### config.mk
export PLATFORM = sky130hd
export DESIGN_NAME = mobius_weighted_isqrt_sum_unit_flat
export DESIGN_NICKNAME = d
export VERILOG_FILES = /design/src/hdl/mwis_pkg.sv /design/src/hdl/mwis_if.sv /design/src/hdl/mwis_calc.sv /design/src/hdl/mobius_weighted_isqrt_sum_unit.sv /design/src/flat_wrapper.sv
export SDC_FILE = /design/constraint.sdc
export NUM_CORES = 1
export LEC_CHECK = 0
export BUFFER_PORTS_ARGS = -buffer_cell sky130_fd_sc_hd__buf_2
export CAP_MARGIN = 20
export CORE_MARGIN = 2
export CORE_UTILIZATION = 60
export CTS_BUF_LIST = sky130_fd_sc_hd__clkbuf_8
export CTS_CLUSTER_DIAMETER = 150
export DETAILED_ROUTE_END_ITERATION = 16
export HOLD_SLACK_MARGIN = 0.02
export PLACE_DENSITY_LB_ADDON = 0.05
export SYNTH_ARGS = -nofsm -noshare
export SYNTH_HDL_FRONTEND = slang
export SYNTH_SLANG_ARGS = --single-unit
### constraint.sdc
create_clock -name clk -period 12.7 [get_ports clk]
set_input_delay 3.175 -clock clk [delete_from_list [all_inputs] [get_ports clk]]
set_output_delay 3.175 -clock clk [all_outputs]
set_load 0.01 [all_outputs]
### src/hdl/mwis_pkg.sv
// Shared constants, state types and unit status struct for the Moebius-weighted isqrt sum block.
package mwis_pkg;

  localparam int NUMBER_WIDTH_DEFAULT = 32;
  localparam int BOUND_BITS           = 62;
  localparam int TOTAL_BITS           = 53;
  localparam int ROOT_BITS            = BOUND_BITS / 2;
  localparam int MU_BITS              = 2;

  // Moebius codes that contribute to the sum; zero and the unused code add nothing.
  localparam logic [MU_BITS-1:0] MU_PLUS  = 2'b01;
  localparam logic [MU_BITS-1:0] MU_MINUS = 2'b11;

  localparam logic [BOUND_BITS-1:0] BOUND_RESET = BOUND_BITS'(1);

  typedef enum logic [1:0] {
    CALC_IDLE,
    CALC_DIV,
    CALC_SQRT
  } calc_state_t;

  typedef enum logic [1:0] {
    ST_IDLE,
    ST_CALC,
    ST_ACC,
    ST_EMIT
  } top_state_t;

  typedef struct packed {
    logic                 done;
    logic [ROOT_BITS-1:0] root;
  } calc_res_t;

endpackage

### src/hdl/mwis_if.sv
// Valid/ready channel interfaces for input items and result items.
interface mwis_in_if #(
  parameter int NUMBER_WIDTH = mwis_pkg::NUMBER_WIDTH_DEFAULT
);
  import mwis_pkg::*;

  logic                      valid;
  logic                      ready;
  logic [NUMBER_WIDTH-1:0]   number;
  logic signed [MU_BITS-1:0] mobius_value;
  logic                      is_last;

  modport source (output valid, output number, output mobius_value, output is_last,
                  input ready);
  modport sink (input valid, input number, input mobius_value, input is_last,
                output ready);
endinterface

interface mwis_out_if;
  import mwis_pkg::*;

  logic                         valid;
  logic                         ready;
  logic signed [TOTAL_BITS-1:0] total;

  modport source (output valid, output total, input ready);
  modport sink (input valid, input total, output ready);
endinterface

### src/hdl/mwis_calc.sv
// Bit-serial unit: restoring division of the bound by n, then a digit-by-digit integer square root.
module mwis_calc #(
  parameter int NUMBER_WIDTH = mwis_pkg::NUMBER_WIDTH_DEFAULT
) (
  input  logic                          clk,
  input  logic                          rst,
  input  logic                          start,
  input  logic [mwis_pkg::BOUND_BITS-1:0] dividend,
  input  logic [NUMBER_WIDTH-1:0]       divisor,
  output mwis_pkg::calc_res_t           res
);
  import mwis_pkg::*;

  localparam int SQ_REM_BITS = ROOT_BITS + 1;
  localparam int REM_W = (NUMBER_WIDTH > SQ_REM_BITS) ? NUMBER_WIDTH : SQ_REM_BITS;
  localparam int SUB_W = REM_W + 2;
  localparam int CNT_W = $clog2(BOUND_BITS);
  localparam logic [CNT_W-1:0] DIV_LAST  = CNT_W'(BOUND_BITS - 1);
  localparam logic [CNT_W-1:0] SQRT_LAST = CNT_W'(ROOT_BITS - 1);

  calc_state_t state, state_next;

  logic [CNT_W-1:0]      count;
  logic [BOUND_BITS-1:0] quo;
  logic [REM_W-1:0]      rem;
  logic [NUMBER_WIDTH-1:0] divisor_q;
  logic [ROOT_BITS-1:0]  root;
  logic                  done;

  logic [SUB_W-1:0] sub_a;
  logic [SUB_W-1:0] sub_b;
  logic [SUB_W:0]   sub_full;
  logic             ge;

  // The one shared subtractor serves both the division and the square root steps.
  always_comb begin
    if (state == CALC_SQRT) begin
      sub_a = SUB_W'({rem[SQ_REM_BITS-1:0], quo[BOUND_BITS-1 -: 2]});
      sub_b = SUB_W'({root, 2'b01});
    end else begin
      sub_a = {1'b0, rem, quo[BOUND_BITS-1]};
      sub_b = SUB_W'(divisor_q);
    end
    sub_full = {1'b0, sub_a} - {1'b0, sub_b};
    ge = ~sub_full[SUB_W];
  end

  always_ff @(posedge clk) begin
    if (rst) begin
      state <= CALC_IDLE;
    end else begin
      state <= state_next;
    end
  end

  always_comb begin
    state_next = state;
    unique case (state)
      CALC_IDLE: begin
        if (start) state_next = CALC_DIV;
      end
      CALC_DIV: begin
        if (count == DIV_LAST) state_next = CALC_SQRT;
      end
      CALC_SQRT: begin
        if (count == SQRT_LAST) state_next = CALC_IDLE;
      end
      default: state_next = CALC_IDLE;
    endcase
  end

  always_ff @(posedge clk) begin
    if (rst) begin
      done <= 1'b0;
    end else begin
      done <= (state == CALC_SQRT) && (count == SQRT_LAST);
    end
  end

  always_ff @(posedge clk) begin
    unique case (state)
      CALC_IDLE: begin
        if (start) begin
          quo       <= dividend;
          divisor_q <= divisor;
          rem       <= '0;
          count     <= '0;
        end
      end
      CALC_DIV: begin
        quo <= {quo[BOUND_BITS-2:0], ge};
        if (count == DIV_LAST) begin
          // The quotient is complete; the square root starts from a clean remainder.
          rem   <= '0;
          root  <= '0;
          count <= '0;
        end else begin
          rem   <= ge ? sub_full[REM_W-1:0] : sub_a[REM_W-1:0];
          count <= count + 1'b1;
        end
      end
      CALC_SQRT: begin
        quo   <= {quo[BOUND_BITS-3:0], 2'b00};
        rem   <= REM_W'(ge ? sub_full[SQ_REM_BITS-1:0] : sub_a[SQ_REM_BITS-1:0]);
        root  <= {root[ROOT_BITS-2:0], ge};
        count <= count + 1'b1;
      end
      default: begin
      end
    endcase
  end

  assign res.done = done;
  assign res.root = root;

endmodule

### src/hdl/mobius_weighted_isqrt_sum_unit.sv
// Top level: input handshake, bound register, saturating accumulator and result register.
// An item with mu of +1 or -1 and nonzero n runs 62 division steps and then 31 square root steps
// in the one shared subtractor before the accumulate state; other items go straight to accumulate.
// An item marked last then also passes the result register state before the next acceptance.
// A new item is accepted while the previous result still waits on the output.
// Reset (synchronous, active high) sets the bound to 1 and clears the sum and output valid.
module mobius_weighted_isqrt_sum_unit #(
  parameter int NUMBER_WIDTH = mwis_pkg::NUMBER_WIDTH_DEFAULT
) (
  input  logic                            clk,
  input  logic                            rst,
  input  logic                            cfg_we,
  input  logic [mwis_pkg::BOUND_BITS-1:0] cfg_data,
  mwis_in_if.sink                         items,
  mwis_out_if.source                      totals
);
  import mwis_pkg::*;

  top_state_t state, state_next;

  logic [BOUND_BITS-1:0]        bound_x;
  logic signed [TOTAL_BITS-1:0] running_sum;
  logic signed [TOTAL_BITS-1:0] total;
  logic                         out_valid;
  logic                         last_q;
  logic                         active_q;
  logic                         minus_q;

  logic      accept;
  logic      active_in;
  logic      start;
  logic      slot_free;
  calc_res_t calc_res;

  logic signed [TOTAL_BITS:0] sum_ext;
  logic signed [TOTAL_BITS:0] addend;
  logic signed [TOTAL_BITS-1:0] sum_sat;

  mwis_calc #(
    .NUMBER_WIDTH(NUMBER_WIDTH)
  ) u_calc (
    .clk      (clk),
    .rst      (rst),
    .start    (start),
    .dividend (bound_x),
    .divisor  (items.number),
    .res      (calc_res)
  );

  assign accept    = items.valid && items.ready;
  assign active_in = (items.number != '0) &&
                     ((items.mobius_value == MU_PLUS) || (items.mobius_value == MU_MINUS));
  assign start     = accept && active_in;
  assign slot_free = !out_valid || totals.ready;

  assign items.ready  = (state == ST_IDLE);
  assign totals.valid = out_valid;
  assign totals.total = total;

  // The root is under 32 bits, so one overflow check on the widened sum is enough.
  always_comb begin
    addend  = (TOTAL_BITS + 1)'(calc_res.root);
    if (minus_q) addend = -addend;
    sum_ext = {running_sum[TOTAL_BITS-1], running_sum} + addend;
    if (sum_ext[TOTAL_BITS] != sum_ext[TOTAL_BITS-1]) begin
      sum_sat = sum_ext[TOTAL_BITS] ? {1'b1, {(TOTAL_BITS-1){1'b0}}}
                                    : {1'b0, {(TOTAL_BITS-1){1'b1}}};
    end else begin
      sum_sat = sum_ext[TOTAL_BITS-1:0];
    end
  end

  always_ff @(posedge clk) begin
    if (rst) begin
      state <= ST_IDLE;
    end else begin
      state <= state_next;
    end
  end

  always_comb begin
    state_next = state;
    unique case (state)
      ST_IDLE: begin
        if (accept) state_next = active_in ? ST_CALC : ST_ACC;
      end
      ST_CALC: begin
        if (calc_res.done) state_next = ST_ACC;
      end
      ST_ACC: begin
        state_next = last_q ? ST_EMIT : ST_IDLE;
      end
      ST_EMIT: begin
        if (slot_free) state_next = ST_IDLE;
      end
      default: state_next = ST_IDLE;
    endcase
  end

  always_ff @(posedge clk) begin
    if (rst) begin
      bound_x <= BOUND_RESET;
    end else if (cfg_we) begin
      bound_x <= cfg_data;
    end
  end

  always_ff @(posedge clk) begin
    if (accept) begin
      last_q   <= items.is_last;
      active_q <= active_in;
      minus_q  <= (items.mobius_value == MU_MINUS);
    end
  end

  always_ff @(posedge clk) begin
    if (rst) begin
      running_sum <= '0;
    end else if ((state == ST_ACC) && active_q) begin
      running_sum <= sum_sat;
    end else if ((state == ST_EMIT) && slot_free) begin
      running_sum <= '0;
    end
  end

  always_ff @(posedge clk) begin
    if (rst) begin
      out_valid <= 1'b0;
    end else if ((state == ST_EMIT) && slot_free) begin
      out_valid <= 1'b1;
    end else if (totals.ready) begin
      out_valid <= 1'b0;
    end
  end

  always_ff @(posedge clk) begin
    if ((state == ST_EMIT) && slot_free) begin
      total <= running_sum;
    end
  end

endmodule
### src/flat_wrapper.sv
// flat-port wrapper written by rule: the top's interface ports become plain ports
module mobius_weighted_isqrt_sum_unit_flat import mwis_pkg::*;
#(
  parameter int NUMBER_WIDTH = mwis_pkg::NUMBER_WIDTH_DEFAULT
)
  (clk, rst, cfg_we, cfg_data, items_valid, items_number, items_mobius_value, items_is_last, items_ready, totals_valid, totals_total, totals_ready);
  mwis_in_if #(.NUMBER_WIDTH(NUMBER_WIDTH)) items_i ();
  mwis_out_if totals_i ();
  input  logic clk;
  input  logic rst;
  input  logic cfg_we;
  input  logic [mwis_pkg::BOUND_BITS-1:0] cfg_data;
  input wire logic [$bits(items_i.valid)-1:0] items_valid;
  input wire logic [$bits(items_i.number)-1:0] items_number;
  input wire logic [$bits(items_i.mobius_value)-1:0] items_mobius_value;
  input wire logic [$bits(items_i.is_last)-1:0] items_is_last;
  output wire logic [$bits(items_i.ready)-1:0] items_ready;
  output wire logic [$bits(totals_i.valid)-1:0] totals_valid;
  output wire logic [$bits(totals_i.total)-1:0] totals_total;
  input wire logic [$bits(totals_i.ready)-1:0] totals_ready;
  assign items_i.valid = items_valid;
  assign items_i.number = items_number;
  assign items_i.mobius_value = items_mobius_value;
  assign items_i.is_last = items_is_last;
  assign items_ready = items_i.ready;
  assign totals_valid = totals_i.valid;
  assign totals_total = totals_i.total;
  assign totals_i.ready = totals_ready;
  mobius_weighted_isqrt_sum_unit #(.NUMBER_WIDTH(NUMBER_WIDTH)) u_core (.clk(clk), .rst(rst), .cfg_we(cfg_we), .cfg_data(cfg_data), .items(items_i), .totals(totals_i));
endmodule
# ---- Yosys cells after proc, flatten, opt, wreduce, memory -nomap -nowiden
# Cells that the tools add are included.
dict set report word_totals {
  reg_bits 340
  in_bits 102
  output_inout_bits 55
  elab_cells 87
}
dict set report classes {
  add_sub_neg 4
  n_eq_ne 16
  n_mux 30
  bitwise_logic 1
  n_reduce_logical 21
}
# op count
set op_table {}
lappend op_table {{$mux 53} 4}
lappend op_table {{$pmux 62 s3} 1}
lappend op_table {{$mux 32} 3}
lappend op_table {{$pmux 32 s3} 1}
lappend op_table {{$mux 62} 1}
lappend op_table {{$pmux 31 s2} 1}
lappend op_table {{$add 54x54->54} 1}
lappend op_table {{$mux 54} 1}
lappend op_table {{$neg 31->54} 1}
lappend op_table {{$sub 34x34->35} 1}
lappend op_table {{$mux 34} 1}
lappend op_table {{$mux 33} 1}
lappend op_table {{$reduce_bool 32->1} 1}
lappend op_table {{$mux 31} 1}
lappend op_table {{$pmux 6 s3} 1}
lappend op_table {{$mux 2} 8}
lappend op_table {{$mux 6} 2}
lappend op_table {{$eq 2x2->1 const B} 4}
lappend op_table {{$ne 2x2->1 const B} 4}
lappend op_table {{$pmux 2 s4} 1}
lappend op_table {{$add 6x1->6 const B} 1}
lappend op_table {{$eq 2x1->1 const B} 3}
lappend op_table {{$eq 6x5->1 const B} 1}
lappend op_table {{$eq 6x6->1 const B} 1}
lappend op_table {{13 further kinds} 27}

# ---- Depth between registers and ports, before layout
# Gate-level depths: netlist (run 1).
dict set report logic_depth {
  word_depth 6
  depth_mapped 20
  depth_no_buf 17
}

# ---- Hierarchy
# A second synthesis (run 1) with hierarchy kept.
dict set report hier_totals {
  hier_cells 1983
  area_unflattened_um2 19753.9
}
# module instances cells_each area_per_inst_um2
set by_module_without_submodules {}
lappend by_module_without_submodules {mobius_weighted_isqrt_sum_unit 1 1127 10118.5}
lappend by_module_without_submodules {mwis_calc 1 856 9635.5}

# ---- Least setup slack after synthesis (run 1)
# Ideal clock, no wire load.
dict set report synth_timing {
  kind {in2reg}
  startpoint {input totals_ready}
  endpoint {register u_core.running_sum[48]}
  arrival_ns 6.601
  setup_slack_ns 5.968
  stages 6
  path_buffers 0
  cell_sequence {nor2b_1 > nor2_1 > nor2_1 > and2_1 > a311oi_1 > nor3_1}
}
dict set report synth_between {
  elab_chain_len 3
}
# element line
set synth_rtl {}
lappend synth_rtl {{start, declared} flat_wrapper.sv:20} ;# input wire logic [$bits(totals_i.ready)-1:0] totals_ready;
lappend synth_rtl {{$logic_or 1x1->1} mobius_weighted_isqrt_sum_unit.sv:54} ;# assign slot_free = !out_valid || totals.ready;
lappend synth_rtl {{$logic_and 1x1->1} mobius_weighted_isqrt_sum_unit.sv:121} ;# end else if ((state == ST_EMIT) && slot_free) begin
lappend synth_rtl {{$reduce_bool 2->1 (no source line)} n/a}
lappend synth_rtl {{end signal, assigned} mobius_weighted_isqrt_sum_unit.sv:120} ;# running_sum <= sum_sat;
lappend synth_rtl {{end, declared} mobius_weighted_isqrt_sum_unit.sv:22} ;# logic signed [TOTAL_BITS-1:0] running_sum;
# No other way between the ends.
# A chain may end at the register's enable or synchronous reset.

# ---- Final worst setup path (run 1)
dict set report layout_timing {
  startpoint {register u_core.u_calc.state[0]}
  endpoint {register u_core.u_calc.rem[25] (data pin)}
}
dict set report layout_between {
  elab_chain_len 6
}
# element line
set layout_rtl {}
lappend layout_rtl {{start, declared} mwis_calc.sv:21} ;# calc_state_t state, state_next;
lappend layout_rtl {{start signal, assigned} mwis_calc.sv:52} ;# state <= state_next;
lappend layout_rtl {{$eq 2x2->1} {mwis_calc.sv:37, mwis_calc.sv:81}}
lappend layout_rtl {{$mux 34 / $mux 33 (equally long branches)} mwis_calc.sv:37} ;# if (state == CALC_SQRT) begin
lappend layout_rtl {{$sub 34x34->35} mwis_calc.sv:44} ;# sub_full = {1'b0, sub_a} - {1'b0, sub_b};
lappend layout_rtl {{$mux 32} {mwis_calc.sv:98, mwis_calc.sv:104}}
lappend layout_rtl {{$mux 32} mwis_calc.sv:92} ;# if (count == DIV_LAST) begin
lappend layout_rtl {{$pmux 32 s3 *} mwis_calc.sv:81} ;# unique case (state)
lappend layout_rtl {{end signal, assigned} mwis_calc.sv:98} ;# rem <= ge ? sub_full[REM_W-1:0] : sub_a[REM_W-1:0];
lappend layout_rtl {{end signal, assigned} mwis_calc.sv:104} ;# rem <= REM_W'(ge ? sub_full[SQ_REM_BITS-1:0] : sub_a[SQ_REM_BITS-1:0]);
lappend layout_rtl {{end, declared} mwis_calc.sv:25} ;# logic [REM_W-1:0] rem;
# Mark *: on every way between the ends. The rest lies on a longest branch, timed or not.

==> reports/summary.md, run 1 <==
* **outcome** finished clean
* **final critical path time including I/O delays and setup** 6270 ps
* **source-to-sink clock delay at the later pin of the worst-skew pair** 660 ps
* **share of the clock period used by the worst path** 0.494
* **core area** 0.0316 mm^2
* **crit-path cells** inv_1 > ha_4 > buf_4 > and2_1 > a21oi_1 > ha_1 > o21a_1 > o31a_1 > o221ai_1 > o31ai_1 > nand3_1 > a21oi_1 > o21ai_1 > nand2_1 > buf_4 > nand2_1 > o22ai_1
* **clock root buffer master** clkbuf_8
* **standby leakage power** 8.41 nW
* **clock-pin slew of the registers on the worst-case setup and hold paths** 70 ps
* **wire length of the first global-routing pass** 74700 um
* **clock tree from TritonCTS** done
* **top area cells in the synthesized netlist** edfxtp_1, dfxtp_1, ha_1, a21oi_1, mux2i_1
* **number of setup violations in the final report** 0
* **Slew Limit Headroom** 0.231
* **post-CTS setup-driven buffer insertion count** 0
* **site row count** 65
* **most used flip-flop cell after synthesis** edfxtp_1
* **reg-to-reg critical path endpoint** u_core.u_calc.rem[25]$_DFFE_PP_
* **register bit count reported by yosys** 340
* **classification of the worst setup path** reg -> reg
* **transition at the pin with the smallest max-transition slack** 1140 ps
* **total half-perimeter wirelength after legalization and detailed placement** 33700 um
* **warnings from Yosys** 0
* **number of pins exceeding their max-slew limit in the final report** 0
* **number of routed nets with antenna violations** 0
* **number of global-route vias before repair** 14400
* **Critical Path Start Type** flop
* **number of port buffers** 156
* **drc violations** 0
* **total power divided by cell area** 174 mW/mm^2
* **iteration count of the initial detailed-routing pass** 5
* **Routed met2 length** 21500 um
* **clk sinks** 340
* **maximum capacitance violations** 0
* **filler cell count** 2528
* **synthesized netlist net count** 2183
* **portion of the post-synthesis area used by sequential elements** 0.468
* **Peak Freq** 0.159 GHz
* **EDFF count, synth** 219
* **area of all placed cells without fillers** 0.0215 mm^2
* **Tightest Hold Check Type** reg -> reg
* **weighted congestion at the end of routability-driven global placement** 1.00
* **detailed-route wire length on metal 1** 21700 um
* **post-synth top area share** 0.342
* **Worst Path Required** 13190 ps
* **initial antenna violation count** 1
* **Critical Path Source** u_core.u_calc.state[0]$_SDFFE_PP0P_
* **WP data arrival** 6760 ps
* **final count of hold timing violations** 0
* **total of cells resized after clock tree synthesis** 0
* **capture point of the critical path** u_core.u_calc.rem[25]$_DFFE_PP_
* **highest-count cells in the layout ignoring fill and taps** nor2_1, a21oi_1, edfxtp_1
* **Crit Reg-Reg Startpoint** u_core.u_calc.state[0]$_SDFFE_PP0P_
* **maximum fanout along the worst path** 89
* **layout cells sized above 1** 0.147
* **die footprint** 0.0335 mm^2
* **unrepaired setup endpoints after global routing** false
* **via/cell ratio** 6.10
* **gate count of the mapped netlist** 1983
* **number of gates on the worst path with buffers counted** 17
* **CTS buffer count** 54
* **Power, Total** 3.74 mW
* **Critical Path End Type** flop
* **Initial DRC Count** 1347
* **Cell variety after synth** 69
* **die width** 183 um
* **Die Y-Extent** 183 um
* **worst supply voltage drop on vdd** 0.000130 V
* **fraction of synthesis flops using an asynchronous set or reset pin** 0
* **largest clock skew in the final design** 47.5 ps
* **slack of the worst reg-to-reg path** 6430 ps
* **leading cell type in the layout, fill and taps excluded** nor2_1
* **cells on worst reg2reg path** 17
* **area of the mapped netlist** 0.0192 mm^2
* **Final TNS setup** 0 ps
* **Placed Instance Area** 0.0202 mm^2
* **relative area change from synthesis to final layout** 11.9%
* **total wirelength of the detailed-routed design** 47700 um
* **Worst Setup Slack, final** 6430 ps
* **delay of the slowest critical-path stage** 700 ps
* **Avg Inst Size Synth** 9.69 um^2
* **vias after detailed routing** 15500
* **worst setup slack after placement** 6490 ps
* **starting density of the core** 0.609
* **GRT Residual Overflow** 0
* **detailed-routed wire length on met3** 3030 um
* **number of buffer and inverter stages on the critical path** 3
* **nets@finish** 2290
* **H-Tree Depth** 2
* **instance count along the most critical hold path** 0
* **pin count of the biggest net entering global routing** 124
* **number of top-level pins** 157
* **critical hold path startpoint** u_core.running_sum[30]$_SDFFE_PP0P_
* **total of hold buffers inserted after clock tree synthesis** 0
* **total global routing track utilization** 0.280
* **post-detailed-route wirelength per cell** 18.8 um
* **highest routed layer** met4
* **CP delay by family, top** compound AO/OA/AOI/OAI gates
* **cell type of the slowest stage on the worst timing path** buf_4
* **cell taking the most area after synthesis** edfxtp_1
* **Clock Path Buffers** 3
[flip-flops by register name, indices dropped and copies added, names as in the netlist]
register / cells
u_core.active_q: 1
u_core.bound_x: 62
u_core.last_q: 1
u_core.minus_q: 1
u_core.running_sum: 53
u_core.state: 2
u_core.totals.total: 53
u_core.totals.valid: 1
u_core.u_calc.count: 6
u_core.u_calc.divisor_q: 32
u_core.u_calc.done: 1
u_core.u_calc.quo: 62
u_core.u_calc.rem: 32
u_core.u_calc.root: 31
u_core.u_calc.state: 2
[worst reg2reg max path, delay by kind of cell, from the launching register on]
family                     cells  cell delay, ps
AOI/OAI and AO/OA              8            2140
buffers and inverters          3            1380
and+or+nand+nor                4            1350
adders and majority gates      2             900
DFF                            1             350
[Yosys cell counts, types with 4 or more instances]
master    number
ha_1          96
or3_1         14
dfxtp_1      121
and2_1        35
nand2b_1       9
xnor2_1       72
or2_2          6
a22oi_1       63
o211ai_1       9
o22ai_1        4
nor2b_1       12
o21a_1        12
and3_1        12
o21bai_1      12
nand3_1       30
a211o_1        4
a31oi_1       11
edfxtp_1     219
a21o_1        26
clkbuf_1     102
o21ai_1        4
buf_1         14
buf_2          6
nor3_1        29
mux2_2        35
nand3b_1       4
inv_1         37
nor4_1        20
o31ai_1       16
nand2_1      152
nor2_1       224
xor2_1        33
a211oi_1      14
a21oi_1      220
o21ai_0      128
mux2i_1       85
o31a_1        22
nand4_1       23
[cell families (layout without fill, tap and decap cells)]
| group | after synthesis | count (layout) | share of synthesized area |
|---|---|---|---|
| and+or+nand+nor | 580 | 580 | 0.138 |
| xor gates and xnor gates | 106 | 106 | 0.0487 |
| other | 0 | 1 | 0 |
| AOI/OAI and AO/OA | 578 | 578 | 0.184 |
| muxes | 120 | 120 | 0.0648 |
| DFF | 340 | 340 | 0.468 |
| adders and majority gates | 99 | 99 | 0.0651 |
| buffers and inverters | 160 | 313 | 0.0316 |
[routing by layer]
layer / GRT usage / vias to the layer above
li1: - / 7541
met1: 0.393 / 7326
met2: 0.440 / 530
met3: 0.0488 / 94
met4: 0.0966 / 0
met5: 0 / -
[where the power goes]
part	internal [mW]	switching (mW)	total [mW]
clock network	0.574	0.456	1.03
logic	0.486	0.774	1.26
registers	1.37	0.0759	1.45
total	2.43	1.31	3.74
[stage by stage]
| stage | utilization | hold WS (ps) | std cells |
|---|---|---|---|
| final | 0.681 | 462 | 2539 |
| after global routing | 0.681 | 454 | 2539 |
| after CTS | 0.680 | 444 | 2536 |
| after detailed placement | 0.641 | 454 | 2434 |
| after global placement | 0.640 | 458 | 2433 |
| after floorplan | - | 435 | 1983 |
[worst min-delay path by stage]
stage / to / slack, ps
after floorplan: u_core.totals.total[0]$_DFFE_PP_ / 430
after global placement: u_core.totals.total[6]$_DFFE_PP_ / 460
after detailed placement: u_core.totals.total[49]$_DFFE_PP_ / 450
after CTS: u_core.totals.total[30]$_DFFE_PP_ / 440
after global routing: u_core.totals.total[30]$_DFFE_PP_ / 450
final: u_core.totals.total[30]$_DFFE_PP_ / 460
[layout make-up]
cell class | count | area, um^2 | area share
clock buffers | 65 | 895 | 0.0416
multi-input cells | 1483 | 9670 | 0.450
clock inverters | 37 | 320 | 0.0149
well taps | 402 | 503 | 0.0234
inverters | 38 | 143 | 0.00663
diodes | 1 | 2.50 | 0.000116
repair buffers | 173 | 971 | 0.0452
flip-flops and latches | 340 | 9000 | 0.418
Note: power is estimated with default switching activity, not from simulation.
==> inputs of run 2 (changes only) <==
Clock period 12.7 ns to 5.9 ns, I/O delays scaled along.
==> reports/summary.md, run 2 (synthesis results as in run 1) <==
* **classification of the worst setup path** reg -> reg
* **crit-path cells** or4_4 > nor3_4 > nand3_1 > or3_1 > buf_4 > o31a_1 > ha_1 > nand4_1 > nor3_1 > inv_1 > a211oi_1 > o21bai_1 > o21ai_0 > xnor2_2 > xnor2_4 > buf_12 > o21ai_0 > a21oi_1
* **filler cell count** 2582
* **cells on worst reg2reg path** 18
* **WP data arrival** 6120 ps
* **die footprint** 0.0335 mm^2
* **source-to-sink clock delay at the later pin of the worst-skew pair** 660 ps
* **registers with the most flip-flops** u_core.bound_x x62, u_core.u_calc.quo x62
* **layout cells sized above 1** 0.153
* **Worst Path Required** 6470 ps
* **reg-to-reg critical path endpoint** u_core.running_sum[29]$_SDFFE_PP0P_
* **endpoint of the worst hold-timing path** u_core.totals.total[50]$_DFFE_PP_
* **area of all placed cells without fillers** 0.0216 mm^2
* **outcome** finished clean
* **number of port buffers** 156
* **wire length of the first global-routing pass** 75000 um
* **Most Frequent Cell on Critical Path** o21ai_0
* **maximum capacitance violations** 0
* **number of buffer and inverter stages on the critical path** 3
* **nets@finish** 2316
* **Crit Reg-Reg Startpoint** u_core.u_calc.root[8]$_SDFFCE_PN0P_
* **Clock Path Buffers** 3
* **maximum fanout along the worst path** 33
* **site row count** 65
* **CP delay by family, top** simple AND/OR/NAND/NOR gates
* **total half-perimeter wirelength after legalization and detailed placement** 33400 um
* **weighted congestion at the end of routability-driven global placement** 0.955
* **critical hold path startpoint** u_core.running_sum[50]$_SDFFE_PP0P_
* **drc violations** 0
* **iteration count of the initial detailed-routing pass** 5
* **delay of the slowest critical-path stage** 570 ps
* **Initial DRC Count** 1436
* **clock-pin slew of the registers on the worst-case setup and hold paths** 60 ps
* **leading cell type in the layout, fill and taps excluded** nor2_1
* **highest-count cells in the layout ignoring fill and taps** nor2_1, a21oi_1, edfxtp_1
* **standby leakage power** 8.55 nW
* **Slew Limit Headroom** 0.290
* **Critical Path Start Type** flop
* **clock root buffer master** clkbuf_8
* **cell type of the slowest stage on the worst timing path** or4_4
* **final critical path time including I/O delays and setup** 5550 ps
* **initial antenna violation count** 4
* **H-Tree Depth** 2
* **instance count along the most critical hold path** 0
* **unrepaired setup endpoints after global routing** false
* **Final TNS setup** 0 ps
* **pin count of the biggest net entering global routing** 91
* **post-detailed-route wirelength per cell** 18.4 um
* **number of pins exceeding their max-slew limit in the final report** 0
* **total of hold buffers inserted after clock tree synthesis** 0
* **via/cell ratio** 6.02
* **slack of the worst reg-to-reg path** 350 ps
* **CTS buffer count** 56
* **total wirelength of the detailed-routed design** 47300 um
* **number of setup violations in the final report** 0
* **total power divided by cell area** 367 mW/mm^2
* **transition at the pin with the smallest max-transition slack** 1070 ps
* **vias after detailed routing** 15500
* **GRT Residual Overflow** 0
* **starting density of the core** 0.609
* **final worst hold slack** 469 ps
* **Peak Freq** 0.180 GHz
* **relative area change from synthesis to final layout** 12.7%
* **die width** 183 um
* **number of global-route vias before repair** 14400
* **Die Y-Extent** 183 um
* **share of the clock period used by the worst path** 0.940
* **total global routing track utilization** 0.280
* **number of routed nets with antenna violations** 0
* **worst supply voltage drop on vdd** 0.000230 V
* **final count of hold timing violations** 0
* **Critical Path End Type** flop
* **Placed Instance Area** 0.0204 mm^2
* **number of top-level pins** 157
* **clock tree from TritonCTS** done
* **Tightest Hold Check Type** reg -> reg
* **core area** 0.0316 mm^2
* **clk sinks** 340
* **largest clock skew in the final design** 36.4 ps
## run 2: changes by cell type in the layout (fill, tap and decap cells not counted), sizes merged
cell,delta
inv,+16
clkinvlp,-1
bufinv,-2
buf,+24
diode,+3
clkinv,-9
clkbuf,-1
## run 2: report_power, final
part / internal, mW / total, mW / switching, mW
logic: 1.07 / 2.70 / 1.63
clock network: 1.13 / 2.12 / 0.984
registers: 2.96 / 3.13 / 0.169
total: 5.16 / 7.94 / 2.78
## run 2: final cells by class
type	instances	area [um^2]	area share
clock buffer	64	881	0.0407
clock inverter	41	274	0.0127
timing repair buffer	197	1130	0.0521
sequential	340	9000	0.416
multi-input combinational	1483	9710	0.449
tap	402	503	0.0232
antenna	4	10.0	0.000462
inverter	38	143	0.00659
## run 2: worst max-delay path by stage
| stage | startpoint | endpoint | cells after the start |
|---|---|---|---|
| floorplan | totals_ready | u_core.running_sum[48]$_SDFFE_PP0P_ | 6 |
| global placement | u_core.u_calc.root[22]$_SDFFCE_PN0P_ | u_core.running_sum[3]$_SDFFE_PP0P_ | 17 |
| detailed placement | u_core.u_calc.root[22]$_SDFFCE_PN0P_ | u_core.running_sum[29]$_SDFFE_PP0P_ | 17 |
| CTS | u_core.u_calc.root[22]$_SDFFCE_PN0P_ | u_core.running_sum[33]$_SDFFE_PP0P_ | 17 |
| global route | u_core.u_calc.root[8]$_SDFFCE_PN0P_ | u_core.running_sum[17]$_SDFFE_PP0P_ | 18 |
| finish | u_core.u_calc.root[8]$_SDFFCE_PN0P_ | u_core.running_sum[29]$_SDFFE_PP0P_ | 18 |
## run 2: what timing repair did
action                                  CTS  global route
endpoints found under the hold margin     0             0
endpoints found under the setup margin    0            50
buffers inserted                          0             2
gates resized for setup                   0             7
## run 2: stage by stage
step           power, mW  setup WS, ps   util  instances
6_report            7.94           355  0.686       2569
3_5_place_dp        5.83           101  0.647       2457
2_1_floorplan       5.17           868      -       1983
5_1_grt             8.42          34.5  0.686       2569
3_3_place_gp        5.78           228  0.647       2457
4_1_cts             7.96          55.6  0.683       2562
## run 2: worst reg2reg max path, stage by stage, from the launching register on
cell and delay [ps]:
edfxtp_1 450, or4_4 570, nor3_4 180, nand3_1 180, or3_1 490, buf_4 250
o31a_1 330, ha_1 440, nand4_1 240, nor3_1 250, inv_1 70, a211oi_1 280
o21bai_1 150, o21ai_0 380, xnor2_2 220, xnor2_4 450, buf_12 250, o21ai_0 120
a21oi_1 170
## run 2: layer usage
layer | up-vias | GRT usage | wire length [um]
met5 | - | 0 | 0
met4 | 0 | 0.106 | 1460
met3 | 100 | 0.0397 | 2850
met2 | 489 | 0.438 | 21400
met1 | 7307 | 0.398 | 21600
li1 | 7580 | - | -
==> inputs of run 3 (changes only) <==
Settings changed: CORE_UTILIZATION 60 to 40.
==> reports/summary.md, run 3 (synthesis results as in run 1) <==
* **most crowded layer after global routing** met2
* **pin count of the biggest net entering global routing** 83
* **registers with the most flip-flops** u_core.bound_x x62, u_core.u_calc.quo x62
* **Worst Path Required** 6460 ps
* **Tightest Hold Check Type** reg -> reg
* **post-detailed-route wirelength per cell** 18.9 um
* **core area** 0.0475 mm^2
* **total global routing track utilization** 0.209
* **delay of the slowest critical-path stage** 500 ps
* **initial antenna violation count** 2
* **post-CTS setup-driven buffer insertion count** 0
* **H-Tree Depth** 2
* **clock-pin slew of the registers on the worst-case setup and hold paths** 60 ps
* **number of buffer and inverter stages on the critical path** 2
* **Most Frequent Cell on Critical Path** or3_1
* **Critical Path Start Type** flop
* **clock tree from TritonCTS** done
* **transition at the pin with the smallest max-transition slack** 1080 ps
* **worst supply voltage drop on vdd** 0.000236 V
* **iteration count of the initial detailed-routing pass** 5
* **number of setup violations in the final report** 0
* **relative area change from synthesis to final layout** 14.2%
* **filler cell count** 4642
* **layout cells sized above 1** 0.155
* **clock root buffer master** clkbuf_8
* **final critical path time including I/O delays and setup** 5580 ps
* **total power divided by cell area** 367 mW/mm^2
* **Power, Total** 8.05 mW
* **die footprint** 0.0498 mm^2
* **Clock Path Buffers** 3
* **total wirelength of the detailed-routed design** 52500 um
* **Critical Path End Type** flop
* **Slew Limit Headroom** 0.279
* **final count of hold timing violations** 0
* **Initial DRC Count** 1077
* **wire length of the first global-routing pass** 83100 um
* **met2 capacity usage during global routing** 0.331
* **GRT Residual Overflow** 0
* **vias after detailed routing** 15200
* **highest-count cells in the layout ignoring fill and taps** nor2_1, a21oi_1, edfxtp_1
* **Peak Freq** 0.179 GHz
* **largest clock skew in the final design** 48.1 ps
* **met3 Use GR** 0.0303
* **number of routed nets with antenna violations** 0
* **cell type of the slowest stage on the worst timing path** or3_1
* **standby leakage power** 8.57 nW
* **classification of the worst setup path** reg -> reg
* **number of top-level pins** 157
* **outcome** finished clean
* **total half-perimeter wirelength after legalization and detailed placement** 37400 um
* **number of port buffers** 156
* **maximum capacitance violations** 0
* **die width** 223 um
* **site row count** 80
* **number of global-route vias before repair** 14800
* **WP data arrival** 6140 ps
* **Die Y-Extent** 223 um
* **share of the clock period used by the worst path** 0.946
* **utilization of the core after routing** 0.462
* **drc violations** 0
* **GR met1 Demand/Resource** 0.298
* **crit-path cells** or3_1 > or3_1 > or3_1 > or3_1 > buf_4 > o31a_1 > ha_1 > nand4_1 > nor4_1 > and4b_1 > a311oi_1 > o21ai_0 > xor2_1 > o21a_1 > nand2_2 > buf_4 > o21ai_0
* **total of hold buffers inserted after clock tree synthesis** 0
* **clk sinks** 340
* **CP delay by family, top** simple AND/OR/NAND/NOR gates
* **source-to-sink clock delay at the later pin of the worst-skew pair** 680 ps
* **weighted congestion at the end of routability-driven global placement** 0.866
* **unrepaired setup endpoints after global routing** false
* **maximum fanout along the worst path** 27
* **leading cell type in the layout, fill and taps excluded** nor2_1
* **number of pins exceeding their max-slew limit in the final report** 0
* **nets@finish** 2318
* **starting density of the core** 0.404
* **CTS buffer count** 59
* **final worst hold slack** 478 ps
* **via/cell ratio** 5.47
[run 3: cell count changes in the layout (fill, tap and decap cells not counted), sizes merged]
cell and delta:
clkinvlp +1, buf -1, clkinv +2, diode -2, inv +1, clkbuf +2
[run 3: path summary, 6_finish.rpt]
kind | slack [ps] | to | startpoint | cells after the start
setup / recovery | 320 | u_core.running_sum[1]$_SDFFE_PP0P_ | u_core.u_calc.root[23]$_SDFFCE_PN0P_ | 17
hold / removal | 480 | u_core.totals.total[40]$_DFFE_PP_ | u_core.running_sum[40]$_SDFFE_PP0P_ | 0
setup reg to reg | 320 | u_core.running_sum[1]$_SDFFE_PP0P_ | u_core.u_calc.root[23]$_SDFFCE_PN0P_ | 17
hold reg to reg | 480 | u_core.totals.total[40]$_DFFE_PP_ | u_core.running_sum[40]$_SDFFE_PP0P_ | 0
[run 3: repair_timing]
item | in CTS | in global routing
pin swaps | 0 | 0
endpoints found under the setup margin | 43 | 49
resized for setup | 1 | 2
[run 3: stage by stage]
stage                     instances  instance area [um^2]  setup TNS (ps)  setup WS [ps]
after CTS                      2782                 21900               0           78.9
final                          2785                 21900               0            319
after detailed placement       2671                 20700           -1320          -67.3
after global placement         2671                 20700            -285          -18.6
after floorplan                1983                 19200               0            868
after global routing           2785                 21900               0           29.4
[run 3: final cells by class]
cell class | instances | area (um^2) | area share
multi-input cells | 1483 | 9680 | 0.441
repair buffers | 196 | 1130 | 0.0515
flip-flops and latches | 340 | 9000 | 0.410
clock buffers | 66 | 908 | 0.0414
clock inverters | 45 | 305 | 0.0139
inverters | 38 | 143 | 0.00650
diodes | 2 | 5.00 | 0.000228
well taps | 615 | 769 | 0.0351
[run 3: worst register-to-register path, stage by stage (launching register included)]
cell and delay [ps]:
edfxtp_1 420, or3_1 430, or3_1 360, or3_1 350
or3_1 500, buf_4 270, o31a_1 320, ha_1 460
nand4_1 250, nor4_1 490, and4b_1 260, a311oi_1 50
o21ai_0 120, xor2_1 400, o21a_1 250, nand2_2 60
buf_4 260, o21ai_0 210
[run 3: routing by layer]
layer / wire length (um) / vias up
met2: 23800 / 318
li1: - / 7590
met5: 0 / -
met4: 1050 / 0
met1: 25500 / 7252
met3: 2170 / 69
[run 3: report_power, final]
part | internal (mW) | switching [mW]
registers | 2.96 | 0.168
clock network | 1.17 | 1.03
logic | 1.06 | 1.66
total | 5.19 | 2.86
